## src/sv/slrdm_pkg.sv

```systemverilog
`default_nettype none

package slrdm_pkg;

    // Scale constants for the time arithmetic
    localparam logic [29:0]        NS_PER_S     = 30'd1000000000;
    localparam logic signed [31:0] NS_PER_S_SGN = 32'sd1000000000;
    localparam logic signed [20:0] US_PER_S_SGN = 21'sd1000000;
    localparam logic [9:0]         NS_PER_US    = 10'd1000;

    // floor(2^40 / 1000); the quotient it gives is low by at most one
    localparam logic [30:0]        RECIP_1000   = 31'd1099511627;

    // Rate result and its bit-serial division
    localparam int                 RATE_W       = 48;
    localparam logic [RATE_W-1:0]  RATE_MAX     = {RATE_W{1'b1}};
    localparam int                 DIV_CNT_W    = $clog2(RATE_W);

    typedef struct packed {
        logic [63:0] sequence_req;
        logic [31:0] origin_sec;
        logic [29:0] origin_nsec;
        logic [31:0] arrival_sec;
        logic [29:0] arrival_nsec;
    } sample_t;

    typedef struct packed {
        logic signed [63:0] delay_us;
        logic signed [63:0] missed_count;
        logic [63:0]        out_of_order_count;
        logic [RATE_W-1:0]  rate_q16;
    } result_t;

    typedef enum logic [2:0] {
        S_IDLE,
        S_MUL1,
        S_MUL2,
        S_MUL3,
        S_CHECK,
        S_DIV,
        S_OUT
    } ctrl_state_t;

    typedef struct packed {
        logic capture;
        logic stage1;
        logic stage2;
        logic stage3;
        logic check;
        logic load_out;
    } ctrl_cmd_t;

    typedef struct packed {
        logic need_div;
        logic div_done;
    } dp_status_t;

endpackage

`default_nettype wire

```

## src/sv/slrdm_ctrl.sv

```systemverilog
`default_nettype none

module slrdm_ctrl (
    input  wire logic                   clk,
    input  wire logic                   rst_n,
    input  wire logic                   sample_valid,
    output logic                        sample_ready,
    output logic                        result_valid,
    input  wire logic                   result_ready,
    input  wire slrdm_pkg::dp_status_t  status,
    output slrdm_pkg::ctrl_cmd_t        cmd
);
    import slrdm_pkg::*;

    ctrl_state_t state_reg, state_next;
    logic        result_valid_reg, result_valid_next;
    logic        out_free;

    assign out_free = !result_valid_reg || result_ready;

    always_comb
    begin
        state_next = state_reg;
        case (state_reg)
            S_IDLE:
            begin
                if (sample_valid)
                begin
                    state_next = S_MUL1;
                end
            end
            S_MUL1:  state_next = S_MUL2;
            S_MUL2:  state_next = S_MUL3;
            S_MUL3:  state_next = S_CHECK;
            S_CHECK: state_next = status.need_div ? S_DIV : S_OUT;
            S_DIV:
            begin
                if (status.div_done)
                begin
                    state_next = S_OUT;
                end
            end
            S_OUT:
            begin
                if (out_free)
                begin
                    state_next = S_IDLE;
                end
            end
            default: state_next = S_IDLE;
        endcase
    end

    always_comb
    begin
        cmd          = '0;
        sample_ready = 1'b0;
        case (state_reg)
            S_IDLE:
            begin
                sample_ready = 1'b1;
                cmd.capture  = sample_valid;
            end
            S_MUL1:  cmd.stage1   = 1'b1;
            S_MUL2:  cmd.stage2   = 1'b1;
            S_MUL3:  cmd.stage3   = 1'b1;
            S_CHECK: cmd.check    = 1'b1;
            S_OUT:   cmd.load_out = out_free;
            default: cmd          = '0;
        endcase
        if (cmd.load_out)
        begin
            result_valid_next = 1'b1;
        end
        else if (result_ready)
        begin
            result_valid_next = 1'b0;
        end
        else
        begin
            result_valid_next = result_valid_reg;
        end
    end

    always_ff @(posedge clk or negedge rst_n)
    begin
        if (!rst_n)
        begin
            state_reg        <= S_IDLE;
            result_valid_reg <= 1'b0;
        end
        else
        begin
            state_reg        <= state_next;
            result_valid_reg <= result_valid_next;
        end
    end

    assign result_valid = result_valid_reg;

    a_no_overwrite: assert property (@(posedge clk) disable iff (!rst_n)
        cmd.load_out |-> (!result_valid_reg || result_ready))
        else $error("pending result overwritten");

    a_skip_div: assert property (@(posedge clk) disable iff (!rst_n)
        (state_reg == S_CHECK && !status.need_div) |=> (state_reg == S_OUT))
        else $error("no-division path did not go to output");

    a_done_in_div: assert property (@(posedge clk) disable iff (!rst_n)
        status.div_done |-> (state_reg == S_DIV))
        else $error("division finished outside the division state");

    a_div_hold: assert property (@(posedge clk) disable iff (!rst_n)
        (state_reg == S_DIV && !status.div_done) |=> (state_reg == S_DIV))
        else $error("left the division state early");

endmodule

`default_nettype wire
```

## config.mk

```make
export PLATFORM = sky130hd
export DESIGN_NAME = slrdm_ctrl
export DESIGN_NICKNAME = d
export VERILOG_FILES = /design/src/sv/slrdm_pkg.sv /design/src/sv/slrdm_ctrl.sv
export SDC_FILE = /design/constraint.sdc
export NUM_CORES = 1
export LEC_CHECK = 0
export ABC_CLOCK_PERIOD_IN_PS = 2170
export BUFFER_PORTS_ARGS = -buffer_cell sky130_fd_sc_hd__buf_4
export CAP_MARGIN = 20
export CORE_AREA = 2 2 39 41
export DETAILED_ROUTE_END_ITERATION = 8
export DIE_AREA = 0 0 41 43
export MAX_ROUTING_LAYER = met4
export SLEW_MARGIN = 10
export SYNTH_ARGS = -nofsm -noshare
export SYNTH_HDL_FRONTEND = slang
export SYNTH_SLANG_ARGS = --single-unit
```

## constraint.sdc

```tcl
create_clock -name clk -period 2.17 [get_ports clk]
set_input_delay 0 -clock clk [delete_from_list [all_inputs] [get_ports clk]]
set_output_delay 0 -clock clk [all_outputs]
set_load 0.01 [all_outputs]
```

==> metrics <==
gr ovfl total=0; Yosys top cell by area=dfrtp_1; placeable core area=1380 um^2; final instance area=404 um^2; leakage power=0.195 nW; crit path kind=reg -> out; Clock Latency Late Sink=0.24 ns; top post-synthesis cells by area=dfrtp_1 35%, nor3b_1 8.0%, a21oi_1 5.3%, a221oi_2 5.3%, nor2b_4 4.9%; Final Hold Viols=0; final net count=53; Relative slew margins=76.2%; routed vias=271; f_max=around 0.77 GHz; Critical Path Sink Type=primary output; gpl congestion=0.693; CP Data Required Time=2.17 ns; Yosys reg bits=4; startpoint types=flip-flop; Tightest Pin Transition=0.357 ns; TritonCTS clock tree=done; Clock Sinks=4; die area=1760 um^2; largest net degree at the start of global routing=14; DR iter-0 viols=5; Via density=4.44; CTS Buffer Depth=2; Residual DRC=0; Hold Crit Class=in -> reg; Worst Skew=0.00113 ns; vias in the first global route=222; layer carrying the most global-route usage=met2; most common flop cell mapped by yosys=dfrtp_1; TNS Setup=0 ns; EDFF count, synth=0; overall die height=43 um; Final Slew Violations=0; IO Port Bufs=13; run status=completed; pwr dens=approximately 1400 nW/um^2; cts repair resizes=0; Synth Area per Inst=between 8 and 9 um^2; Top Ports=14; # fillers=160; met1 usage=between 10 and 15%; Synth top area share=35.4%; CP max FO=12; met3 usage=between 6 and 7%; VDD IR-drop max=approximately 0.6 mV; Core Rows=14; crit share post-route=59.8%; setup bufs post-CTS=0; post-layout util=29.2%; ys async rst share=100%; met2 Use GR=10.3%; Total GRT Usage=8.50%; net count after synthesis=38; max reg flops=3; wire length per cell=between 9 and 10 um; initial antenna violation count=0; Seq/Total Area, Yosys=35.4%; Area Growth Syn to Fin=42.9%; drt first pass iters=4; Synth cell types=19; Detail Route Antenna Nets=0; Arr. time, crit path=around 1.3 ns; Synth Cell Area=between 200 and 300 um^2; Synth warnings=0; diodes inserted=0; Routed Wire Length=582 um; max_cap viols=0; post-route minimum period=1.30 ns; Max H-tree Level=1; Post-Synthesis Cells=32; top-count cell post-synth=dfrtp_1; endpoints failing setup=0; commonest cells in the netlist=4 x dfrtp_1, 3 x a21oi_1, 3 x inv_1, 3 x nor3b_1; Starting Density=20.4%; Clock transition at path regs=~0.040 ns; Root Buffer=clkbuf_4; instance area after placement=372 um^2; die width=approximately 41 um; global-route wire length before repair=between 900 and 1000 um; RSZ-0062 raised after global routing=false; CTS Buf Count=3; fraction of layout cells with a size suffix above 1=40.0%
-- metrics by stage --
step	power, W	hold slack, ns	worst slack [ns]	cells
floorplan	0.000399	-0.296	1.13	32
global placement	0.000483	-0.202	1.07	57
detailed placement	0.000482	-0.203	1.09	57
CTS	0.000581	0.0569	0.872	61
global route	0.000624	0.0509	0.741	61
finish	0.000574	0.0511	0.873	61
-- critical path: stages, from the launching register on --
cell and delay, ns:
dfrtp_1 0.49, nor3_1 0.30, and2_1 0.16, buf_4 0.11
-- area by class of cell --
class | instances | area (um^2) | area share [%]
Clock buffer | 3 | 22.5 | 5.57
Inverter | 3 | 11.3 | 2.79
Multi-Input combinational cell | 21 | 143 | 35.3
Sequential cell | 4 | 100 | 24.8
Tap cell | 16 | 20.0 | 4.95
Timing Repair Buffer | 14 | 108 | 26.6
-- routing by layer --
metal  wire length, um  vias to the layer above
met5                 0                        -
met4                10                        0
met3                64                        2
met2               250                       11
met1               257                      122
li1                  -                      136
-- worst paths after layout --
check,endpoint,cells after the start,startpoint,slack [ns]
worst max-delay path,cmd[5],3,state_reg[2],0.87
worst min-delay path,state_reg[0],3,status[1],0.05
worst max register to register,state_reg[1],3,state_reg[0],1.08
worst min register to register,result_valid,2,result_valid,0.58
max in group asynchronous,result_valid,2,rst_n,1.97
min in group asynchronous,state_reg[0],2,rst_n,0.10
-- kinds of logic after synthesis --
| logic type | count (synthesis) | synth area share, % |
|---|---|---|
| flip-flops | 4 | 35.4 |
| AO/OA/AOI/OAI | 8 | 21.2 |
| AND/OR/NAND/NOR | 13 | 29.2 |
| buffers and inverters | 7 | 14.2 |
-- cells in the final DEF (no fill, tap or decap) --
| cell type | instances |
|---|---|
| nor3_1 | 2 |
| clkbuf_4 | 3 |
| buf_4 | 13 |
| a31oi_1 | 1 |
| a221oi_2 | 1 |
| nand3_1 | 2 |
| and2_1 | 1 |
| nand2b_1 | 2 |
| a211oi_1 | 1 |
| o32ai_1 | 1 |
| nor3b_1 | 3 |
| inv_1 | 3 |
| dlygate4sd3_1 | 1 |
| nor2_1 | 1 |
| dfrtp_1 | 4 |
| nand2_1 | 1 |
| a21o_1 | 1 |
| a21oi_1 | 3 |
| nor2b_4 | 1 |
-- repair_timing --
action / 4_1_cts / 5_1_grt
endpoints found under the setup margin: 0 / 0
endpoints found under the hold margin: 4 / 0
hold buffers: 1 / 0
-- power by group --
| group | switching, W | internal, W | total [W] |
|---|---|---|---|
| Combinational | 0.000118 | 0.000163 | 0.000281 |
| Clock | 0.0000321 | 0.0000620 | 0.0000940 |
| Sequential | 0.0000877 | 0.000111 | 0.000199 |
(Power assumes the default switching activity.)
